<file path="config.mk">
export PLATFORM = sky130hd
export DESIGN_NAME = kmae_dist_lane
export DESIGN_NICKNAME = d
export VERILOG_FILES = /design/src/design/kmae_pkg.sv /design/src/design/kmae_dist_lane.sv
export SDC_FILE = /design/constraint.sdc
export NUM_CORES = 1
export LEC_CHECK = 0
export ABC_CLOCK_PERIOD_IN_PS = 23100
export BUFFER_PORTS_ARGS = -buffer_cell sky130_fd_sc_hd__buf_2
export CAP_MARGIN = 40
export CORE_MARGIN = 2
export CORE_UTILIZATION = 40
export DETAILED_ROUTE_END_ITERATION = 6
export GPL_TIMING_DRIVEN = 0
export SLEW_MARGIN = 30
export SYNTH_ARGS = -nofsm -noshare
export SYNTH_HDL_FRONTEND = slang
export SYNTH_SLANG_ARGS = --single-unit
export TNS_END_PERCENT = 30
</file>
<file path="constraint.sdc">
create_clock -name clk -period 23.1 [get_ports clk]
set_input_delay 1.155 -clock clk [delete_from_list [all_inputs] [get_ports clk]]
set_output_delay 1.155 -clock clk [all_outputs]
set_load 0.05 [all_outputs]
</file>
<file path="src/design/kmae_pkg.sv">
package kmae_pkg;

	localparam int MAX_CLUSTERS = 16;
	localparam int MAX_DIMS     = 4;
	localparam int MAX_POINTS   = 4096;
	localparam int COORD_BITS   = 16;
	localparam int COUNT_BITS   = 13;
	localparam int SUM_BITS     = COORD_BITS + 13;
	localparam int K_BITS       = $clog2(MAX_CLUSTERS);
	localparam int P_BITS       = $clog2(MAX_POINTS);
	localparam int DIFF_BITS    = COORD_BITS + 1;
	localparam int SQ_BITS      = 2 * DIFF_BITS;
	localparam int DIST_BITS    = 34;
	localparam int QUO_BITS     = SUM_BITS;

	localparam logic [2:0] MODE_LOAD     = 3'd0;
	localparam logic [2:0] MODE_ASSIGN   = 3'd1;
	localparam logic [2:0] MODE_REASSIGN = 3'd2;
	localparam logic [2:0] MODE_UPDATE   = 3'd3;
	localparam logic [2:0] MODE_CLEAR    = 3'd4;

	localparam logic [0:0] REG_CLUSTERS = 1'd0;
	localparam logic [0:0] REG_DIMS     = 1'd1;

	typedef logic signed [COORD_BITS-1:0] coord_t;
	typedef coord_t [MAX_DIMS-1:0] vec_t;

	typedef struct packed {
		logic [2:0]  mode;
		logic [11:0] index;
		coord_t      coord_3;
		coord_t      coord_2;
		coord_t      coord_1;
		coord_t      coord_0;
	} in_item_t;

	typedef struct packed {
		logic [3:0]  cluster;
		logic [33:0] square_distance;
		logic        changed;
		logic [31:0] change_total;
		logic [12:0] member_count;
		coord_t      mean_0;
		coord_t      mean_1;
		coord_t      mean_2;
		coord_t      mean_3;
		logic        last;
	} out_item_t;

	typedef enum logic [3:0] {
		ST_IDLE, ST_SEARCH, ST_SDONE, ST_UPD1, ST_UPD2, ST_UPD3,
		ST_UFETCH, ST_UDIV, ST_UEMIT, ST_OUT
	} state_t;

	typedef struct packed {
		logic start;
		logic [COUNT_BITS-1:0] divisor;
	} div_req_t;

endpackage

</file>
<file path="src/design/kmae_dist_lane.sv">
// one dimension: squared difference against one centroid coordinate
module kmae_dist_lane import kmae_pkg::*; (
	input  logic                clk,
	input  coord_t              mean,
	input  coord_t              point,
	input  logic                active,
	output logic [SQ_BITS-1:0]  sq_s1
);
	logic signed [DIFF_BITS-1:0] diff;
	logic signed [SQ_BITS-1:0]   prod;

	assign diff = DIFF_BITS'(mean) - DIFF_BITS'(point);
	assign prod = diff * diff;

	always_ff @(posedge clk) begin
		sq_s1 <= active ? prod : '0;
	end
endmodule

</file>
Word level (Yosys, flattened, before mapping)
Index checks and enable logic that the tools add are counted.

$add $sub $neg: 1. Multiply operators: 1.

Operator list (count): 17-bit by 17-bit multiplier with 34-bit output (1); 16-bit by 16-bit subtractor with 17-bit output (1).

Input port bits: 34. Register bits after elaboration: 34. Output and inout bits: 34.

Longest topological paths before layout
Gate-level depths: netlist (run 1).

Depth in word-level cells: 2. Mapped depth: 35. Mapped depth without buffers: 32.

Worst setup path before layout (run 1)
Ideal clock, no wire load.

Path type: in2reg. Start point: input point[8]. End point: register sq_s1[30]. Stages on the path: 29. Data arrival time: 8285 ps. Buffers on the path: 3. Setup slack: 14700 ps. Path through: inv_1 ha_1 a2111o_2 a21oi_2 o21ai_2 nand2_1 a21oi_1 o31a_1 buf_2 clkinv_2 buf_4 nand2_1 fa_1 inv_1 fa_1 inv_1 fa_1 fa_1 fa_1 fa_1 inv_1 ha_1 clkbuf_1 a21o_1 a21o_1 a2111oi_0 a21oi_1 or3_1 and3_1.

Word-level cells in the longest chain between the ends: 2.

RTL lines: from (decl) (line kmae_dist_lane.sv:5) `input coord_t point,`; 16-bit by 16-bit subtractor with 17-bit output (line kmae_dist_lane.sv:12) `assign diff = DIFF_BITS'(mean) - DIFF_BITS'(point);`; 17-bit by 17-bit multiplier with 34-bit output (line kmae_dist_lane.sv:13) `assign prod = diff * diff;`; to (signal assigned) (line kmae_dist_lane.sv:16) `sq_s1 <= active ? prod : '0;`; to (decl) (line kmae_dist_lane.sv:7) `output logic [SQ_BITS-1:0] sq_s1`.

No other way between the ends. A chain may end at the register's enable or synchronous reset.

Final worst setup path (run 1)
Start point: input mean[0]. End point: register sq_s1[29].

Word-level cells in the longest chain between the ends: 2.

RTL lines: from (decl) (line kmae_dist_lane.sv:4) `input coord_t mean,`; 16-bit by 16-bit subtractor with 17-bit output (line kmae_dist_lane.sv:12); 17-bit by 17-bit multiplier with 34-bit output (line kmae_dist_lane.sv:13).

No other way between the ends.

==> impl_metrics.toml, run 1 <==
[logic_synthesis]
synthArstFlopShare = 0
synth_area_leaders = "fa_1, inv_1, ha_1, dfxtp_1, nor2_1"
ys_seq_area_frac = 0.05729
synth_top_area_frac = 0.4705
ys_ff_latch = 33
yosys.area_share.simple = 0.1082
synth_xor_area_frac = 0.03950
synth-adder-area-share = 0.5790
syn_area_per_cell_um2 = 9.016
synth_top_family_by_area = "adder cells"
synth-edff-count = 0
syn_area_um2 = 11530
synthCells = 1279
synth_compound_area_frac = 0.07650
ys_warn_count = 0
synth_cell_types = 60
synth_top_area_cell = "fa_1"
yosys-mux-area-fraction = 0.003255
synthFlopType = "dfxtp_1"
synth.net_count = 1684

[finish]
layout_common_cells = "inv_1, fa_1, nor2_1, nand2_1, ha_1"
reg.largest.list = "sq_s1 x33"
nNetsFinal = 1759
drive_above_1_share = 0.08782
top_register = "sq_s1"
fillerInstances = 2922
largest_reg_flops = 33
syn_to_final_growth_pct = 8.572
diodes = 0
post-route-cell-area_um2 = 12520
layout_commonest_cell = "inv_1"

[detailed_routing]
drt-vias-per-instance = 4.788
dr.pass1.iters = 5
first_iter_violations = 404
wire_per_inst_um = 14.75
vias = 8326
drt_drc_violations_left = 0
antenna_left = 0
wirelength_um = 25650

[sta]
period_needed_ps = 9103
worst_slack_ps = 14000
hold_viol_final = 0
setup_viol = 0
worstMarginPinSlew_ps = 794.9
drv_slew = 0
hold_ws_ps = 1218
fin_setup_tns_ps = 0
max_slew_margin = 0.4675
rsz0062_at_grt = "false"
fin_crit_sh = 0.3941
max_freq_ghz = 0.1099

[placement]
post-dp-hpwl_um = 22490
dp_slack_ps = 13750
routabilityCongestion = 0.8987
io_buffers = 66
dpl-instance-area_um2 = 12370

[die]
ios = 68
core_um2 = 28550
rows = 62
die-area_um2 = 30200
start_util = 0.4039
fp.dieH_um = 173.8
die_w_um = 173.8

[clock_network]
cts_hold_buf = 0
post_cts_buffers = 0
cts_root_buf = "clkbuf_16"
cts_sinks = 33
cts_resized = 0
clockBufferDepth = 2
clkTransAtPathRegs_ps = 50
htree_levels = 2
cts_tree = "done"
cts_buffers = 5

[min_path]
hp-class = "primary input to flip-flop"

[worst_setup_path]
cpMaxStageDelayCell = "fa_1"
worstPathArrival_ps = 9240
crit_top_cell = "fa_1"
cp.required_ps = 23240
cpPeakStageDelay_ps = 560
worstSetupStartpointType = "primary input"
critical_path_class = "primary input to flip-flop"
cp-end-kind = "flip-flop"
worst-path-max-fanout = 10

[global_routing]
grt_pass1_wl_um = 44450
grt_pass1_vias = 9159
grt-ovfl-total = 0
grt_usage = 0.1850
grt_max_degree = 15
antenna_found_initial = 0

[run_status]
status = "complete, no violations"

[run]
drv_cap = 0
[path summary, 6_finish.rpt]
check                   end  slack (ps)  startpoint  depth (start not counted)
max    sq_s1[29]$_SDFF_PN0_       14000     mean[0]                         31
min    sq_s1[24]$_SDFF_PN0_        1220      active                          3
[worst max-delay path, delay by kind of cell]
family | cells | cell delay (ps)
AO/OA/AOI/OAI | 7 | 1310
AND/OR/NAND/NOR | 6 | 970
buffers and inverters | 7 | 1080
XOR/XNOR | 2 | 580
adder cells (fa/ha/maj) | 9 | 4150
[final cells by class]
type	count	area, um2	area share
multi-input cells	839	9321	0.7446
plain buffers	29	147.6	0.01179
clock inverters	3	17.52	0.001399
well taps	384	480.5	0.03838
inverters	378	1420	0.1134
repair buffers	68	346.6	0.02768
clock buffers	5	125.1	0.009994
flip-flops and latches	33	660.6	0.05277
[per-layer routing]
layer | wire [um] | part of all wire | track usage | vias to the layer above
met5 | 0 | 0 | 0 | -
met4 | 705 | 0.027 | 0.04132 | 0
met3 | 987 | 0.038 | 0.01886 | 34
met2 | 13480 | 0.53 | 0.3461 | 162
met1 | 10480 | 0.41 | 0.2295 | 4220
li1 | - | - | - | 3910
[cell families after synthesis]
kind of cell	Yosys count
buffers and inverters	407
adder cells (fa/ha/maj)	371
AND/OR/NAND/NOR	294
AO/OA/AOI/OAI	124
XOR/XNOR	46
flip-flops	33
multiplexers	3
other	1
[metrics by stage]
step	util	std cells
detailed placement	0.4332	1730
global placement	0.4323	1729
CTS	0.4382	1738
global route	0.4386	1739
floorplan	-	1279
finish	0.4386	1739
[synth_stat cells (2+ instances only)]
cell type	n
nor2b_1	6
clkbuf_1	19
nand3_1	9
and2_1	5
o21ai_1	3
nand4_1	4
buf_4	3
nand2_2	3
a21oi_2	2
a311oi_1	2
xor2_1	10
xnor2_1	32
nand2b_1	9
nor2_1	121
inv_1	365
nand2_1	110
dfxtp_1	33
inv_2	9
nand4b_1	2
or3_1	4
ha_1	100
fa_1	271
a21boi_0	2
a211o_1	3
buf_6	3
o211ai_1	4
nand3b_1	2
nor3_1	11
a211oi_1	3
clkinv_1	3
o31a_1	4
o21bai_1	3
a21oi_1	33
mux2_2	2
o21ai_0	21
buf_2	4
xnor2_2	2
o31ai_1	3
o21a_1	12
and3_1	6
a21o_1	17
Power of run 1 is not shown: default switching activity piles up to over one toggle a cycle in this logic, so the estimate is an artifact.
==> run 2: changes to the inputs <==
ABC_AREA = 1   (was not set)
ABC_CLOCK_PERIOD_IN_PS = 9100   (was 23100)
clock period = 9.1 ns   (was 23.1 ns; I/O delays follow)
==> impl_metrics.toml, run 2 <==
[clock_network]
cts_tree = "done"
clockBufferDepth = 2
cts_hold_buf = 0
cts_buffers = 5
clkTransAtPathRegs_ps = 50
htree_levels = 2
cts_resized = 0
cts_sinks = 33
post_cts_buffers = 0
cts_root_buf = "clkbuf_16"

[detailed_routing]
antenna_left = 0
drt_drc_violations_left = 0
wirelength_um = 29080
wire_per_inst_um = 14.24
drt-vias-per-instance = 4.798
vias = 9797
dr.pass1.iters = 5
first_iter_violations = 437

[logic_synthesis]
synth_top_area_frac = 0.4462
ys_ff_latch = 33
synth-edff-count = 0
synth_top_area_cell = "fa_1"
synthMostInstantiatedCell = "inv_1"
synth_commonest_cells = "inv_1, nand2_1, fa_1"
ys_warn_count = 0
synthArstFlopShare = 0
synthCells = 1579
synth_cell_types = 35
synth.net_count = 1984
ys_seq_area_frac = 0.05433
synthFlopType = "dfxtp_1"
synth_area_leaders = "fa_1, inv_1, ha_1, nand2_1, dfxtp_1"
syn_area_um2 = 12160
syn_area_per_cell_um2 = 7.701

[finish]
nNetsFinal = 2056
layout_common_cells = "inv_1, nand2_1, fa_1, nor2_1, ha_1"
syn_to_final_growth_pct = 8.109
reg.largest.list = "sq_s1 x33"
layout_commonest_cell = "inv_1"
top_register = "sq_s1"
largest_reg_flops = 33
diodes = 0
drive_above_1_share = 0.06114

[die]
core_um2 = 29800
die-area_um2 = 31810
rows = 63
die_w_um = 178.4
start_util = 0.4081
ios = 68
fp.dieH_um = 178.4

[worst_setup_path]
critical_path_class = "primary input to flip-flop"
cp.required_ps = 9310
crit_top_cell = "inv_1"
cpMaxStageDelayCell = "fa_1"
worstPathArrival_ps = 7710
cp-end-kind = "flip-flop"
worstSetupStartpointType = "primary input"
worst-path-max-fanout = 14
cpPeakStageDelay_ps = 580

[sta]
setup_viol = 0
worstMarginPinSlew_ps = 737.0
period_needed_ps = 7492
max_slew_margin = 0.5072
fin_setup_tns_ps = 0
fin_crit_sh = 0.8233
hold_viol_final = 0
drv_slew = 0
max_freq_ghz = 0.1335
rsz0062_at_grt = "false"
worst_slack_ps = 1608

[min_path]
hp-class = "primary input to flip-flop"

[run_status]
status = "complete, no violations"

[placement]
dp_slack_ps = 1325
routabilityCongestion = 0.9339
post-dp-hpwl_um = 25720
io_buffers = 65

[global_routing]
grt_max_degree = 15
grt_pass1_wl_um = 49710
grt_pass1_vias = 10480
grt-ovfl-total = 0
antenna_found_initial = 0
grt_usage = 0.1994

[run]
drv_cap = 0
run 2: cell types whose count changed after synthesis, sizes merged, moves of 6 or more:
cell	delta
nor2b	-6
a21oi	+27
nand2	+213
inv	+90
a21o	-14
xnor2	-31
clkbuf	-9
nand3	+32
o21a	-6
nand2b	-9
nor2	+52
run 2: stage by stage:
step | hold WS (ps) | instances | util | instance area (um2)
after floorplan | 775.5 | 1579 | - | 12160
final | 572.6 | 2042 | 0.4412 | 13150
after CTS | 570.8 | 2042 | 0.4412 | 13150
after global routing | 625.6 | 2042 | 0.4412 | 13150
after detailed placement | 858.1 | 2034 | 0.4354 | 12970
after global placement | 854.0 | 2034 | 0.4354 | 12970
run 2: cell families (layout without fill, tap and decap cells):
| group | Yosys count | in the layout | synth area share |
|---|---|---|---|
| buf+inv | 490 | 563 | 0.1534 |
| xor+xnor | 11 | 11 | 0.009775 |
| simple gates | 567 | 567 | 0.1855 |
| flops | 33 | 33 | 0.05433 |
| fa+ha+maj | 371 | 371 | 0.5491 |
| other cells | 1 | 1 | 0.0003084 |
| compound gates | 106 | 106 | 0.04754 |
run 2: cell type report:
type	count	area, um2
Multi-Input combinational cell	1056	9633
Timing Repair Buffer	65	325.3
Clock buffer	7	142.6
Buffer	25	120.1
Tap cell	390	488.0
Clock inverter	1	30.03
Fill cell	3122	16650
Inverter	465	1745
Sequential cell	33	660.6
run 2: metal layers:
layer / GRT usage / vias to the layer above / share of wire
met5: 0 / - / 0
met4: 0.03726 / 0 / 0.016
met3: 0.01279 / 36 / 0.042
met2: 0.3808 / 213 / 0.53
met1: 0.2474 / 4855 / 0.41
li1: - / 4693 / -
run 2: critical path, delay by kind of cell:
family / cells / cell delay, ps
adders and majority gates: 9 / 4220
AOI/OAI and AO/OA: 2 / 290
buffers and inverters: 11 / 1230
and+or+nand+nor: 12 / 1470
run 2: worst paths after layout:
| check | from | cells after the start | slack [ps] | endpoint |
|---|---|---|---|---|
| setup / recovery | mean[0] | 34 | 1610 | sq_s1[33]$_SDFF_PN0_ |
| hold / removal | active | 3 | 570 | sq_s1[14]$_SDFF_PN0_ |
Power of run 2 is left out for the same reason.
==> run 3: changes to the inputs <==
ABC_CLOCK_PERIOD_IN_PS = 7400   (was 9100)
clock period = 7.4 ns   (was 9.1 ns; I/O delays follow)
==> impl_metrics.toml, run 3 (synthesized netlist as in run 2, its figures left out) <==
[run]
drv_cap = 0

[finish]
drive_above_1_share = 0.06901
final_util = 0.4442
syn_to_final_growth_pct = 8.850
nNetsFinal = 2056
top_register = "sq_s1"
largest_reg_flops = 33
layout_commonest_cell = "inv_1"
layout_common_cells = "inv_1, nand2_1, fa_1, nor2_1, ha_1"
reg.largest.list = "sq_s1 x33"
diodes = 0

[sta]
fin_crit_sh = 0.9550
hold_viol_final = 0
worstMarginPinSlew_ps = 737.6
hold_ws_ps = 487.6
max_slew_margin = 0.5068
setup_viol = 0
period_needed_ps = 7067
max_freq_ghz = 0.1415
drv_slew = 0

[clock_network]
cts_tree = "done"
cts_buffers = 5
cts_root_buf = "clkbuf_16"
clkTransAtPathRegs_ps = 50
htree_levels = 2
clockBufferDepth = 2
cts_hold_buf = 0
cts_sinks = 33
post_cts_buffers = 0

[worst_setup_path]
cp-end-kind = "flip-flop"
worstSetupStartpointType = "primary input"
cp.required_ps = 7610
crit_top_cell = "inv_1"
critical_path_class = "primary input to flip-flop"
worstPathArrival_ps = 7280
cpMaxStageDelayCell = "fa_2"
worst-path-buf-inv = 9
cpPeakStageDelay_ps = 640
worst-path-max-fanout = 10
critPathTopFamily = "adder cells"

[detailed_routing]
vias = 9775
wire_per_inst_um = 14.24
drt-vias-per-instance = 4.787
dr.pass1.iters = 5
wirelength_um = 29080
drt_drc_violations_left = 0
antenna_left = 0
first_iter_violations = 503

[global_routing]
antenna_found_initial = 0
grt_pass1_wl_um = 49710
grt_usage = 0.1994
grt_max_degree = 15
grt-ovfl-total = 0
grt_pass1_vias = 10480

[min_path]
hp-class = "primary input to flip-flop"
hold_start = "active"
holdPathStages = 3
min_to = "sq_s1[14]$_SDFF_PN0_"

[die]
die_w_um = 178.4
fp.dieH_um = 178.4
start_util = 0.4081
rows = 63
core_um2 = 29800
die-area_um2 = 31810
ios = 68

[placement]
io_buffers = 65
routabilityCongestion = 0.9339
post-dp-hpwl_um = 25720

[run_status]
status = "complete, no violations"
## run 3: metal layers
layer  routed length (um)  global-route usage  vias up
li1                     -                   -     4698
met1                12070              0.2474     4816
met2                15300              0.3808      220
met3                 1197             0.01279       41
met4                  514             0.03726        0
met5                    0                   0        -
## run 3: how the worst max path moves through the flow
stage               slack, ps     from  depth (start not counted)                    to
floorplan                 650  mean[0]                         33  sq_s1[33]$_SDFF_PN0_
global placement         -240  mean[0]                         34  sq_s1[33]$_SDFF_PN0_
detailed placement       -290  mean[0]                         34  sq_s1[33]$_SDFF_PN0_
CTS                        70  mean[0]                         34  sq_s1[33]$_SDFF_PN0_
global route              -30  mean[0]                         32  sq_s1[32]$_SDFF_PN0_
finish                    330  mean[0]                         33  sq_s1[22]$_SDFF_PN0_
## run 3: worst min-delay path: cells and delay by family
kind / cells / cell delay (ps)
AO/OA/AOI/OAI: 2 / 160
buffers and inverters: 1 / 180
## run 3: cell type report
type	instances	area, um2
plain buffers	25	126.4
clock inverters	1	30.03
repair buffers	65	325.3
fillers	3115	16560
clock buffers	7	142.6
multi-input cells	1056	9706
well taps	390	488.0
flip-flops and latches	33	660.6
inverters	465	1757
## run 3: what timing repair did
item / 4_1_cts / 5_1_grt
resized for setup: 2 / 20
pin swaps: 0 / 1
setup endpoints to repair: 1 / 15
## run 3: per-stage QoR
step	worst slack, ps	std cells	setup TNS (ps)	area (um2)
CTS	72.62	2042	0	13150
detailed placement	-289.6	2034	-806.0	12970
global placement	-235.9	2034	-478.0	12970
floorplan	648.2	1579	0	12160
global route	-34.09	2042	-52.47	13240
finish	333.3	2042	0	13240
Power of run 3 is left out for the same reason.
