**src/design/kmae_pkg.sv**
```systemverilog
package kmae_pkg;

	localparam int MAX_CLUSTERS = 16;
	localparam int MAX_DIMS     = 4;
	localparam int MAX_POINTS   = 4096;
	localparam int COORD_BITS   = 16;
	localparam int COUNT_BITS   = 13;
	localparam int SUM_BITS     = COORD_BITS + 13;
	localparam int K_BITS       = $clog2(MAX_CLUSTERS);
	localparam int P_BITS       = $clog2(MAX_POINTS);
	localparam int DIFF_BITS    = COORD_BITS + 1;
	localparam int SQ_BITS      = 2 * DIFF_BITS;
	localparam int DIST_BITS    = 34;
	localparam int QUO_BITS     = SUM_BITS;

	localparam logic [2:0] MODE_LOAD     = 3'd0;
	localparam logic [2:0] MODE_ASSIGN   = 3'd1;
	localparam logic [2:0] MODE_REASSIGN = 3'd2;
	localparam logic [2:0] MODE_UPDATE   = 3'd3;
	localparam logic [2:0] MODE_CLEAR    = 3'd4;

	localparam logic [0:0] REG_CLUSTERS = 1'd0;
	localparam logic [0:0] REG_DIMS     = 1'd1;

	typedef logic signed [COORD_BITS-1:0] coord_t;
	typedef coord_t [MAX_DIMS-1:0] vec_t;

	typedef struct packed {
		logic [2:0]  mode;
		logic [11:0] index;
		coord_t      coord_3;
		coord_t      coord_2;
		coord_t      coord_1;
		coord_t      coord_0;
	} in_item_t;

	typedef struct packed {
		logic [3:0]  cluster;
		logic [33:0] square_distance;
		logic        changed;
		logic [31:0] change_total;
		logic [12:0] member_count;
		coord_t      mean_0;
		coord_t      mean_1;
		coord_t      mean_2;
		coord_t      mean_3;
		logic        last;
	} out_item_t;

	typedef enum logic [3:0] {
		ST_IDLE, ST_SEARCH, ST_SDONE, ST_UPD1, ST_UPD2, ST_UPD3,
		ST_UFETCH, ST_UDIV, ST_UEMIT, ST_OUT
	} state_t;

	typedef struct packed {
		logic start;
		logic [COUNT_BITS-1:0] divisor;
	} div_req_t;

endpackage

```
**src/design/kmae_divider.sv**
```systemverilog
// restoring signed divide, sum by count, one quotient bit per cycle
module kmae_divider import kmae_pkg::*; (
	input  logic                      clk,
	input  logic                      arst_n,
	input  div_req_t                  req,
	input  logic [SUM_BITS-1:0]       dividend,
	output logic                      done,
	output coord_t                    result
);
	localparam int CNT_BITS = $clog2(QUO_BITS + 1);
	logic [QUO_BITS-1:0]   quo_q;
	logic [COUNT_BITS:0]   rem_q;
	logic [COUNT_BITS-1:0] dvs_q;
	logic                  neg_q, busy_q;
	logic [CNT_BITS-1:0]   cnt_q;
	logic [COUNT_BITS+1:0] trial;
	logic [QUO_BITS:0]     sq;
	logic signed [QUO_BITS:0] sres;
	logic [SUM_BITS-1:0]   mag;

	assign mag   = dividend[SUM_BITS-1] ? SUM_BITS'(-dividend) : dividend;
	assign trial = {rem_q, quo_q[QUO_BITS-1]} - {2'b0, dvs_q};

	always_ff @(posedge clk or negedge arst_n) begin
		if (!arst_n) begin
			busy_q <= 1'b0;
			done   <= 1'b0;
			cnt_q  <= '0;
		end else begin
			done <= 1'b0;
			if (req.start) begin
				busy_q <= 1'b1;
				cnt_q  <= CNT_BITS'(QUO_BITS);
			end else if (busy_q) begin
				cnt_q <= cnt_q - 1'b1;
				if (cnt_q == CNT_BITS'(1)) begin
					busy_q <= 1'b0;
					done   <= 1'b1;
				end
			end
		end
	end

	always_ff @(posedge clk) begin
		if (req.start) begin
			quo_q <= mag;
			rem_q <= '0;
			dvs_q <= req.divisor;
			neg_q <= dividend[SUM_BITS-1];
		end else if (busy_q) begin
			if (!trial[COUNT_BITS+1]) begin
				rem_q <= trial[COUNT_BITS:0];
				quo_q <= {quo_q[QUO_BITS-2:0], 1'b1};
			end else begin
				rem_q <= {rem_q[COUNT_BITS-1:0], quo_q[QUO_BITS-1]};
				quo_q <= {quo_q[QUO_BITS-2:0], 1'b0};
			end
		end
	end

	always_comb begin
		sq   = {1'b0, quo_q};
		sres = neg_q ? -$signed(sq) : $signed(sq);
		if (sres > $signed((QUO_BITS+1)'((1 << (COORD_BITS-1)) - 1)))
			result = {1'b0, {(COORD_BITS-1){1'b1}}};
		else if (sres < -$signed((QUO_BITS+1)'(1 << (COORD_BITS-1))))
			result = {1'b1, {(COORD_BITS-1){1'b0}}};
		else
			result = coord_t'(sres[COORD_BITS-1:0]);
	end
endmodule

```
**config.mk**
```make
export PLATFORM = sky130hd
export DESIGN_NAME = kmae_divider
export DESIGN_NICKNAME = d
export VERILOG_FILES = /design/src/design/kmae_pkg.sv /design/src/design/kmae_divider.sv
export SDC_FILE = /design/constraint.sdc
export NUM_CORES = 1
export LEC_CHECK = 0
export BUFFER_PORTS_ARGS = -buffer_cell sky130_fd_sc_hd__buf_2
export CAP_MARGIN = 10
export CORE_MARGIN = 1
export CORE_UTILIZATION = 30
export DETAILED_ROUTE_END_ITERATION = 12
export REMOVE_ABC_BUFFERS = 1
export SLEW_MARGIN = 20
export SYNTH_ARGS = -nofsm -noshare
export SYNTH_HDL_FRONTEND = slang
export SYNTH_SLANG_ARGS = --single-unit
```
**constraint.sdc**
```tcl
create_clock -name clk -period 5.25 [get_ports clk]
set_input_delay 0.2625 -clock clk [delete_from_list [all_inputs] [get_ports clk]]
set_output_delay 0.2625 -clock clk [all_outputs]
set_load 0.05 [all_outputs]
```
* Yosys cells after proc, flatten, opt, wreduce, memory -nomap -nowiden *
Index checks and enable logic that the tools add are counted.

cells by class
  $add $sub $neg = 4
  order comparisons = 2
  equal/unequal tests = 1
  mux-type cells = 16
  reduce and logical (&&, ||, !) cells = 1

operator list
  kind                                                              count
  2-to-1 mux 29 bit                                                 3
  2-to-1 mux 16 bit                                                 2
  greater-than comparator 30 x 16 -> 1 bit (second input constant)  1
  < comparator 30 x 16 -> 1 bit (second input constant)             1
  2-to-1 mux 30 bit                                                 1
  negator 29 -> 30 bit                                              1
  negator 29 bit                                                    1
  subtractor 15 x 13 -> 15 bit                                      1
  2-to-1 mux 14 bit                                                 1
  2-to-1 mux 5 bit                                                  2
  2-to-1 mux 1 bit                                                  7
  == test 5 x 1 -> 1 bit (second input constant)                    1
  subtractor 5 x 1 -> 5 bit (second input constant)                 1
  nonzero test 2 bit                                                1

storage, ports and cells
  bits in registers = 64
  input bits = 45
  output and inout port bits = 17
  logic and storage cells = 31

* Longest topological paths before layout *
Gate-level depths: netlist of the first run.

  depth in word-level cells = 5
  mapped depth = 13
  gate-level depth less buffers = 11

* Least setup slack after synthesis of the first run *
Ideal clock, no wire load.

  kind = register -> output
  start point = reg quo_q[0]
  end point = out result[10]
  arrival = 3.641 ns
  required time = 4.988 ns
  setup slack = 1.346 ns
  stages on the path, launching flop included = 12
  path buffers = 1
  cells stage by stage = edfxtp_1 > inv_1 > ha_1 > nor4b_1 > nand4_1 > or3_1 > o31ai_1 > a31oi_1 > nor3_1 > a41oi_1 > clkbuf_1 > o21ai_0

on the way
  longest elaborated chain between the ends = 5
  elaborated cells between the ends (all ways) = 6
  those cells by class = 1 x add/sub; 2 x order compare; 3 x mux

RTL lines
  element                        line                RTL
  start, declared                kmae_divider.sv:11  logic [QUO_BITS-1:0] quo_q;
  start signal, assigned         kmae_divider.sv:46  quo_q <= mag;
  start signal, assigned         kmae_divider.sv:53  quo_q <= {quo_q[QUO_BITS-2:0], 1'b1};
  start signal, assigned         kmae_divider.sv:56  quo_q <= {quo_q[QUO_BITS-2:0], 1'b0};
  negator 29 -> 30 bit           kmae_divider.sv:63  sres = neg_q ? -$signed(sq) : $signed(sq);
  2-to-1 mux 30 bit *            kmae_divider.sv:63
  < comparator 30 x 16 -> 1 bit  kmae_divider.sv:66  else if (sres < -$signed((QUO_BITS+1)'(1 << (COORD_BITS-1))))
  2-to-1 mux 16 bit              kmae_divider.sv:66
  2-to-1 mux 16 bit *            kmae_divider.sv:64  if (sres > $signed((QUO_BITS+1)'((1 << (COORD_BITS-1)) - 1)))
  end, declared                  kmae_divider.sv:8   output coord_t result

Every way passes the cells marked *; elsewhere a longest branch is shown, timed or not.

* Worst setup path in the final report of the first run *
  start point = reg quo_q[0]
  end point = out result[0]

Same word-level chain as after synthesis.

==> metrics.md, run 1 <==
| Metric | Value |
|---|---|
| Outcome | finished clean |
| CP endpoint kind | primary output |
| Grt ovf | 0 |
| DR WL/cell | ~15 um |
| Routed vias/inst | approximately 5.3 |
| Maximum vdd drop | approximately 130 uV |
| Synth area leader | edfxtp_1 |
| Crit path time final | ~4400 ps |
| Least-Margin Pin Slew | 1102 ps |
| Pin count of the biggest net entering global routing | just over 40 |
| ANT nets after route | 0 |
| Router iterations before antenna repair | 5 |
| Commonest non-fill, non-tap cell in the layout | buf_2 |
| Initial Util | 31.14% |
| Critical Path RT | ~5000 ps |
| CTS tree | built |
| DRT Wirelength | 12510 um |
| Critical Path Start | quo_q[0]$_DFFE_PP_ |
| Post-synthesis register bit count | between 60 and 70 |
| Cell variety after synth | 60 |
| Maxcap violations | 0 |
| Gate count of the mapped netlist | 549 |
| Most frequent cells in the layout | buf_2, nor2_1, o21ai_0 |
| Port bufs | 61 |
| Die extent in x | 128.5 um |
| Pwr per Cell Area | 384.7 nW/um^2 |
| Vias | around 4300 |
| Cell area after synthesis | 4803 sq um |
| I/O pins | 62 |
| Residual DRC | 0 |
| Crit path arrival time | about 4100 ps |
| Gr usage total | between 10% and 20% |
| Clk slew on worst S/H paths | about 50 ps |
| Layout cell share with drive strength beyond 1 | 16.50% |
| Lkg Pwr | roughly 0.0022 uW |
| Total Power | around 2200 uW |
| RR Startpoint | quo_q[28]$_DFFE_PP_ |
| Top FF cell, synth | edfxtp_1 |
| Yosys top cell area share | a little over a quarter |
| Worst slew margin | 26.51% |
| Async SR Flop Fraction | between 10 and 15% |
| Skew final | 5.742 ps |
| Drt initial violations | 220 |
| Hold Path Class | input port to register |
| CTS Buf Count | 9 |
| Antenna violations before repair | 0 |
| Clk sink count | 64 |
| Vias in the first global route | 4087 |
| Final critical-path share of the clock period | a little over four fifths |
| Post-synth EDFFs | 43 |
| RePlAce Congestion | 0.9174 |
| Final hold violations | 0 |
| Fin. max-slew vios | 0 |
| Post-CTS Setup Inserts | 0 |
| First-pass GRT wire length | around 20000 um |
| Setup TNS | 0 ps |
| Worst-Skew Late Latency | ~330 ps |
| Final nets | ~660 |
| H-tree lvl count | 3 |
| RSZ-0062 raised after global routing | no |
| Core area | 15430 sq um |
| Die ar. | roughly 17000 sq um |
| CP max FO | 15 |
| Row Count | 45 |
| Warnings from Yosys | 0 |
| Synthesis-to-layout area growth | 16.72% |
| HP Start | req[7] |
| Setup CP Type | register to primary output |
| Avg Inst Size Synth | between 8 and 9 sq um |
| Die Span Y | around 130 um |
| CTS root buf | clkbuf_16 |
| Top post-synthesis cells by area | edfxtp_1, xor2_1, dfxtp_1, o21ai_0, ha_1 |
| Sequential fraction of the synthesis area | 36.36% |
| Dpl hpwl | between 9000 and 10000 um |
| Final setup viols | 0 |
| Hold slack | approximately 100 ps |
| Max clock buf depth | 2 |
| Element type at the critical path start | register |
| Fmax achieved | 0.2281 GHz |
==> worst max-delay path, cell delays in order, from the launching register on <==
cell,delay (ps)
edfxtp_1,430
inv_1,110
ha_1,190
nor4b_1,460
nand4_1,270
or3_1,500
or4_1,480
a211o_1,310
a21oi_1,130
a41o_1,460
o21ai_0,200
buf_2,250
==> sequential cells by signal (all words and copies together) (netlist names) <==
name    count
quo_q      29
rem_q      14
dvs_q      13
cnt_q       5
busy_q      1
done        1
neg_q       1
==> cells in the mapped netlist, drive strengths merged (4+ instances only) <==
| library cell | instances |
|---|---|
| a211oi | 15 |
| a21oi | 28 |
| buf | 5 |
| clkbuf | 26 |
| dfrtp | 7 |
| dfxtp | 14 |
| edfxtp | 43 |
| ha | 17 |
| inv | 27 |
| mux2 | 10 |
| mux2i | 12 |
| nand2 | 44 |
| nand2b | 5 |
| nand3 | 10 |
| nor2 | 52 |
| nor2b | 5 |
| nor3 | 10 |
| nor4 | 10 |
| o21a | 5 |
| o21ai | 52 |
| o31ai | 14 |
| o41ai | 4 |
| or2 | 4 |
| or3 | 13 |
| or4 | 12 |
| xnor2 | 16 |
| xor2 | 42 |
==> power by group <==
part / internal [uW] / switching, uW
Sequential: 642 / 112
Clock: 362 / 211
Combinational: 369 / 460
Total: 1370 / 783
==> worst paths after layout <==
check | end | slack [ps] | cells past startpoint
min in group asynchronous | cnt_q[0]$_DFFE_PN0P_ | 290 | 2
setup reg to reg | rem_q[0]$_SDFFE_PP0P_ | 1560 | 11
max in group asynchronous | done$_DFF_PN0_ | 4800 | 2
hold reg to reg | rem_q[7]$_SDFFE_PP0P_ | 500 | 2
hold / removal | dvs_q[7]$_DFFE_PP_ | 100 | 1
setup / recovery | result[0] | 870 | 11
==> through the flow <==
step           setup WS [ps]  utilization (%)  area [sq um]  instances
4_1_cts                905.4            36.16          5578        810
3_3_place_gp            1445            34.26          5285        793
3_5_place_dp            1274            34.26          5285        793
6_report               866.0            36.34          5607        812
2_1_floorplan           1310                -          4686        518
5_1_grt                563.4            36.33          5604        811
==> cell type report <==
type                       count  area (sq um)
fill                        1597          9821
multi-input combinational    425          2849
sequential                    64          1747
timing repair buffer          66         352.8
clock buffer                  16         282.8
tap                          211         264.0
inverter                      29         108.9
antenna                        1         2.502
==> metal layers <==
| metal | track usage (%) | routed length (um) |
|---|---|---|
| met1 | 21.03 | 6018 |
| met2 | 25.06 | 5769 |
| met4 | 4.637 | 142 |
| met5 | 0 | 0 |
| met3 | 2.536 | 575 |
==> logic make-up after synthesis <==
group	after synthesis	share of synthesized area, %
xor gates and xnor gates	58	10.58
AOI/OAI and AO/OA	144	19.04
buffers and inverters	60	4.715
and+or+nand+nor	183	19.62
DFF	64	36.36
muxes	22	4.845
adders and majority gates	18	4.845
==> timing repair <==
| item | in CTS | in global routing |
|---|---|---|
| hold buffers | 1 | 0 |
| hold endpoints to repair | 7 | 0 |
| resized for setup | 0 | 0 |
(Power assumes the default switching activity.)
==> run 2: changes to the inputs <==
Clock period 5.25 ns to 3.6 ns, I/O delays scaled along.
==> run 2 against run 1 <==
- via count grew 2.8%
- critical endpoint is now result[10]
- sequential power grew 41%
- core utilization grew 4.2 points
- combinational power grew 75%
==> metrics.md, run 2 (same netlist as run 1, synthesis figures left out) <==
| Metric | Value |
|---|---|
| Fin cells | 852 (+4.9%) |
| Commonest non-fill, non-tap cell in the layout | nor2_1 |
| H-tree lvl count | 3 (unchanged) |
| Hold Path Class | input port to register |
| Placed cell count | 828 (+4.4%) |
| Outcome | finished clean |
| DRT Wirelength | 13030 um (+4.2%) |
| Router iterations before antenna repair | 5 (unchanged) |
| Setup TNS | 0 ps (unchanged) |
| Lkg Pwr | 0.002468 uW (+14%) |
| Pin count of the biggest net entering global routing | 40 (-2.4%) |
| Fin. max-slew vios | 0 (unchanged) |
| Routed vias/inst | 5.205 (-2.0%) |
| Gr usage total | 15.95% (+0.51 points) |
| Hold slack | 20.68 ps (-83.52 ps) |
| Antenna cells | 0 (-1) |
| Placement Setup Slack | 145.1 ps (-1129 ps) |
| Vias | 4435 (+2.8%) |
| Fill count | 1557 (-2.5%) |
| Largest Register | quo_q |
| Maxcap violations | 0 (unchanged) |
| Max FFs per register | 29 (unchanged) |
| Critical Path RT | 3420 ps (-1570 ps) |
| Max clock buf depth | 2 (unchanged) |
| Final nets | 699 (+6.2%) |
| Dpl hpwl | 9335 um (+3.1%) |
| Worst slew margin | 61.70% (+35 points) |
| Die extent in x | 128.5 um (unchanged) |
| Core area | 15430 sq um (unchanged) |
| Die Span Y | 128.5 um (unchanged) |
| Residual DRC | 0 (unchanged) |
| Worst hold stages | 1 (unchanged) |
| CP endpoint kind | primary output |
| Final critical-path share of the clock period | 97.03% |
| Final setup viols | 0 (unchanged) |
| Least-Margin Pin Slew | 569.3 ps (-533.1 ps) |
| Synthesis-to-layout area growth | 30.19% |
| CTS root buf | clkbuf_16 |
| Skew final | 6.165 ps (+0.4227 ps) |
| Drt initial violations | 300 (+36%) |
| Crit path time final | roughly 3500 ps |
| Initial Util | 31.14% (unchanged) |
| I/O pins | 62 (unchanged) |
| Setup CP Type | register to primary output |
| Multi-input logic area | 3014 sq um (+5.8%) |
| ANT nets after route | 0 (unchanged) |
| Clk sink count | 64 (unchanged) |
| Row Count | 45 (unchanged) |
| Grt ovf | 0 (unchanged) |
| Antenna violations before repair | 0 (unchanged) |
| Port bufs | 61 (unchanged) |
| RePlAce Congestion | 0.8796 (-4.1%) |
| Maximum vdd drop | 242.5 uV (+81%) |
| Final hold violations | 0 (unchanged) |
| Final WS setup | 106.9 ps (-759.1 ps) |
| Worst-Skew Late Latency | 330 ps (about the same) |
| Most frequent cells in the layout | nor2_1, buf_2, nand2_1, edfxtp_1, xor2_1 |
| Fmax achieved | approximately 0.29 GHz |
| Element type at the critical path start | register |
| Pwr per Cell Area | 564.0 nW/um^2 (+47%) |
| CTS Buf Count | 9 (unchanged) |
| First-pass GRT wire length | 21020 um (+4.6%) |
| Die ar. | 16520 sq um (unchanged) |
| Vias in the first global route | 4163 (+1.9%) |
| Clk slew on worst S/H paths | 60 ps (about the same) |
| Crit path arrival time | 3310 ps (-810 ps) |
| Top Registers | quo_q (29), rem_q (14), dvs_q (13) |
| CP max FO | 6 (-9) |
| FF-to-FF path depth | 13 (+2) |
| CTS tree | built |
| FF/Latch Area | 1747 sq um (unchanged) |
| DR WL/cell | 15.30 um (-0.69%) |
| Layout cell share with drive strength beyond 1 | 27.61% (+11 points) |
## run 2: cell count changes in the layout (fill, tap and decap cells not counted), sizes merged
cell and delta:
diode -1, clkinv +3, clkbuf -6, bufinv +3, buf +41
## run 2: area by class of cell
type,instances,area share (%)
Clock buffer,10,3.822
Multi-Input combinational cell,425,48.20
Timing Repair Buffer,107,12.38
Sequential cell,64,27.93
Inverter,29,1.741
Clock inverter,6,1.701
Tap cell,211,4.222
## run 2: worst paths after layout
path / start / slack [ps] / endpoint
worst max-delay path: quo_q[1]$_DFFE_PP_ / 110 / result[10]
worst min-delay path: req[8] / 20 / dvs_q[8]$_DFFE_PP_
worst max register to register: quo_q[28]$_DFFE_PP_ / 320 / rem_q[7]$_SDFFE_PP0P_
worst min register to register: rem_q[7]$_SDFFE_PP0P_ / 500 / rem_q[7]$_SDFFE_PP0P_
max in group asynchronous: arst_n / 3220 / cnt_q[3]$_DFFE_PN0P_
min in group asynchronous: arst_n / 220 / cnt_q[1]$_DFFE_PN0P_
## run 2: metal layers
metal | wire length [um] | GRT usage [%] | vias to the layer above
met5 | 0 | 0 | -
met4 | 272 | 5.952 | 0
met3 | 564 | 2.204 | 22
met2 | 5895 | 25.02 | 118
met1 | 6299 | 22.24 | 2112
li1 | - | - | 2183
## run 2: per-stage QoR
stage | power, uW | utilization, % | area [sq um]
final | 3527 | 40.54 | 6254
after global placement | 2362 | 36.04 | 5560
after floorplan | 1984 | - | 4686
after CTS | 3467 | 39.19 | 6046
after detailed placement | 2395 | 36.04 | 5560
after global routing | 3736 | 40.54 | 6254
## run 2: critical path, cell delays in order (launching register included)
cell and delay [ps]:
edfxtp_1 400, buf_4 170, nor4_2 250, buf_4 150, and4b_2 270, buf_4 130, buf_4 100, nand3_1 130
o21ai_0 190, a32oi_1 90, nor3_2 290, a41oi_4 200, buf_6 180, o21ai_1 220, buf_6 200
## run 2: power breakdown
part	switching, uW	internal (uW)	leakage [uW]	total, uW
Sequential	125	934	0.000629	1060
Combinational	772	680	0.00167	1450
Clock	324	691	0.000168	1010
Total	1220	2310	0.00247	3530
## run 2: repair_timing
action                                  in CTS  in global routing
endpoints found under the setup margin      15                 15
resized for setup                           32                 57
buffers inserted                             3                  2
gates cloned                                 1                  1
hold buffers                                 1                  0
pin swaps                                    3                  5
hold endpoints to repair                     7                  0
==> run 3: changes to the inputs <==
Settings changed: BUFFER_PORTS_ARGS -buffer_cell sky130_fd_sc_hd__buf_2 to -buffer_cell sky130_fd_sc_hd__clkbuf_2, CTS_BUF_LIST set to sky130_fd_sc_hd__clkbuf_16.
==> run 3 against run 2 <==
- fmax is 1.9% lower
- critical endpoint is now result[4]
- largest power group unchanged
- power shrank 4.0%
- setup slack lost 67 ps
==> metrics.md, run 3 (same netlist as run 1, synthesis figures left out) <==
| Metric | Value |
|---|---|
| Top Registers | quo_q (29), rem_q (14), dvs_q (13) |
| Dpl hpwl | 9513 um (+1.9%) |
| Antenna cells | 0 (unchanged) |
| Router iterations before antenna repair | 5 (unchanged) |
| Vias in the first global route | 4386 (+5.4%) |
| Vias | 4489 (+1.2%) |
| Die ar. | 16520 sq um (unchanged) |
| CP endpoint kind | primary output |
| RSZ-0062 raised after global routing | yes |
| ANT nets after route | 0 (unchanged) |
| Most frequent cells in the layout | nor2_1, clkbuf_2, buf_4 |
| Worst slew margin | 65.94% (+4.2 points) |
| Fmax achieved | 0.2809 GHz (-1.9%) |
| Lkg Pwr | 0.002483 uW (+0.62%) |
| Maxcap violations | 0 (unchanged) |
| DRT Wirelength | 13180 um (+1.1%) |
| Layout Utilization | 40.56% (about the same) |
| Reg2reg setup slack | 260 ps (-60 ps) |
| Core area | 15430 sq um (unchanged) |
| H-tree lvl count | 3 (unchanged) |
| Placed cell count | 832 (+0.48%) |
| Drt initial violations | 300 (unchanged) |
| Critical Path RT | 3420 ps (about the same) |
| Synthesis-to-layout area growth | 30.27% (about the same) |
| DR WL/cell | 15.36 um (+0.40%) |
| Crit path arrival time | 3380 ps (+70 ps) |
| Routed vias/inst | 5.232 (+0.51%) |
| Grt ovf | 0 (unchanged) |
| Pwr per Cell Area | 541.4 nW/um^2 (-4.0%) |
| Most used cell, CP | buf_6 |
| Fin. max-slew vios | 0 (unchanged) |
| Max FFs per register | 29 (unchanged) |
| Skew final | 9.204 ps (+3.039 ps) |
| CTS Buf Count | 9 (unchanged) |
| Antenna violations before repair | 0 (unchanged) |
| Port bufs | 61 (unchanged) |
| Crit path largest cell delay | 520 ps (+120 ps) |
| Initial Util | 31.14% (unchanged) |
| Row Count | 45 (unchanged) |
| Final setup viols | 0 (unchanged) |
| CTS tree | built |
| Layout cell share with drive strength beyond 1 | 27.20% (-0.41 points) |
| Clk slew on worst S/H paths | 50 ps (about the same) |
| Commonest non-fill, non-tap cell in the layout | nor2_1 |
| Pin count of the biggest net entering global routing | 40 (unchanged) |
| Final hold violations | 0 (unchanged) |
| Residual DRC | 0 (unchanged) |
| Worst-case hold path end point | dvs_q[3]$_DFFE_PP_ |
| Final nets | 705 (+0.86%) |
| Least-Margin Pin Slew | 510.8 ps (-58.46 ps) |
| Final critical-path share of the clock period | 98.90% (+1.9 points) |
| First-pass GRT wire length | 21300 um (+1.3%) |
| HP Start | req[3] |
| Gr usage total | 16.32% (+0.38 points) |
| Maximum vdd drop | 249.9 uV (+3.0%) |
| Setup TNS | 0 ps (unchanged) |
| Slowest CP cell | edfxtp_1 |
| RR Endpoint | rem_q[7]$_SDFFE_PP0P_ |
| Largest Register | quo_q |
| RePlAce Congestion | 0.8742 (-0.61%) |
| Element type at the critical path start | register |
| RR Startpoint | quo_q[28]$_DFFE_PP_ |
| Total Power | 3387 uW (-4.0%) |
| Worst-Skew Late Latency | 330 ps (about the same) |
| Setup CP Type | register to primary output |
| Crit path time final | 3560 ps (+67.19 ps) |
| I/O pins | 62 (unchanged) |
| Max clock buf depth | 2 (unchanged) |
| CP max FO | 6 (unchanged) |
| Fin cells | 858 (+0.70%) |
| Worst-path cell chain | nor4b_4 -> buf_4 -> nand4_1 -> or3_4 -> or4_4 -> a211o_1 -> a21oi_2 -> a41o_1 -> buf_6 -> o21ai_1 -> buf_6 |
| Clk sink count | 64 (unchanged) |
| Outcome | finished clean |
| FF-to-FF path depth | 13 (unchanged) |
| Worst hold stages | 1 (unchanged) |
| Die extent in x | 128.5 um (unchanged) |
| Hold Path Class | input port to register |
| Die Span Y | 128.5 um (unchanged) |
| CTS root buf | clkbuf_16 |
==> run 3: cell type report <==
type	count	area [sq um]
tap	211	264.0
inverter	29	108.9
fill	1524	9170
timing repair buffer	113	838.3
multi-input combinational	425	3018
sequential	64	1747
clock inverter	7	56.30
clock buffer	9	225.2
==> run 3: metal layers <==
| layer | vias to the layer above | track usage, % | wire length (um) |
|---|---|---|---|
| li1 | 2201 | - | - |
| met1 | 2136 | 21.25 | 6104 |
| met2 | 124 | 26.71 | 6205 |
| met3 | 28 | 3.701 | 611 |
| met4 | 0 | 5.398 | 255 |
| met5 | - | 0 | 0 |
==> run 3: critical path: cells and delay by family, from the launching register on <==
| family | cells | cell delay (ps) |
|---|---|---|
| buffers and inverters | 3 | 470 |
| flip-flops | 1 | 520 |
| AND/OR/NAND/NOR | 4 | 1220 |
| AO/OA/AOI/OAI | 4 | 840 |
==> run 3: how the worst max path moves through the flow <==
| stage | start | end | cells after the start |
|---|---|---|---|
| 6_report | quo_q[3]$_DFFE_PP_ | result[4] | 11 |
| 5_1_grt | quo_q[24]$_DFFE_PP_ | result[12] | 11 |
| 4_1_cts | quo_q[0]$_DFFE_PP_ | result[13] | 13 |
| 3_5_place_dp | quo_q[0]$_DFFE_PP_ | result[10] | 13 |
| 3_3_place_gp | quo_q[1]$_DFFE_PP_ | result[3] | 12 |
| 2_1_floorplan | quo_q[0]$_DFFE_PP_ | result[10] | 10 |
==> run 3: power by group <==
| group | internal (uW) | total [uW] | switching [uW] |
|---|---|---|---|
| Combinational | 694 | 1480 | 785 |
| Clock | 524 | 847 | 323 |
| Sequential | 934 | 1060 | 127 |
| Total | 2150 | 3390 | 1240 |
==> run 3: through the flow <==
| stage | cell area, sq um | hold slack, ps | setup WS [ps] |
|---|---|---|---|
| detailed placement | 5590 | 36.38 | 143.2 |
| global placement | 5590 | 22.98 | 103.3 |
| global route | 6257 | 5.193 | -116.5 |
| floorplan | 4686 | -115.6 | -257.6 |
| finish | 6257 | 24.73 | 39.76 |
| CTS | 6031 | 12.75 | 5.108 |
==> run 3: timing repair <==
item,in CTS,in global routing
resized for setup,39,68
setup buffers,3,4
pin swaps,2,8
cloned,1,1
hold endpoints to repair,7,0
setup endpoints to repair,15,15
hold buffers,1,0
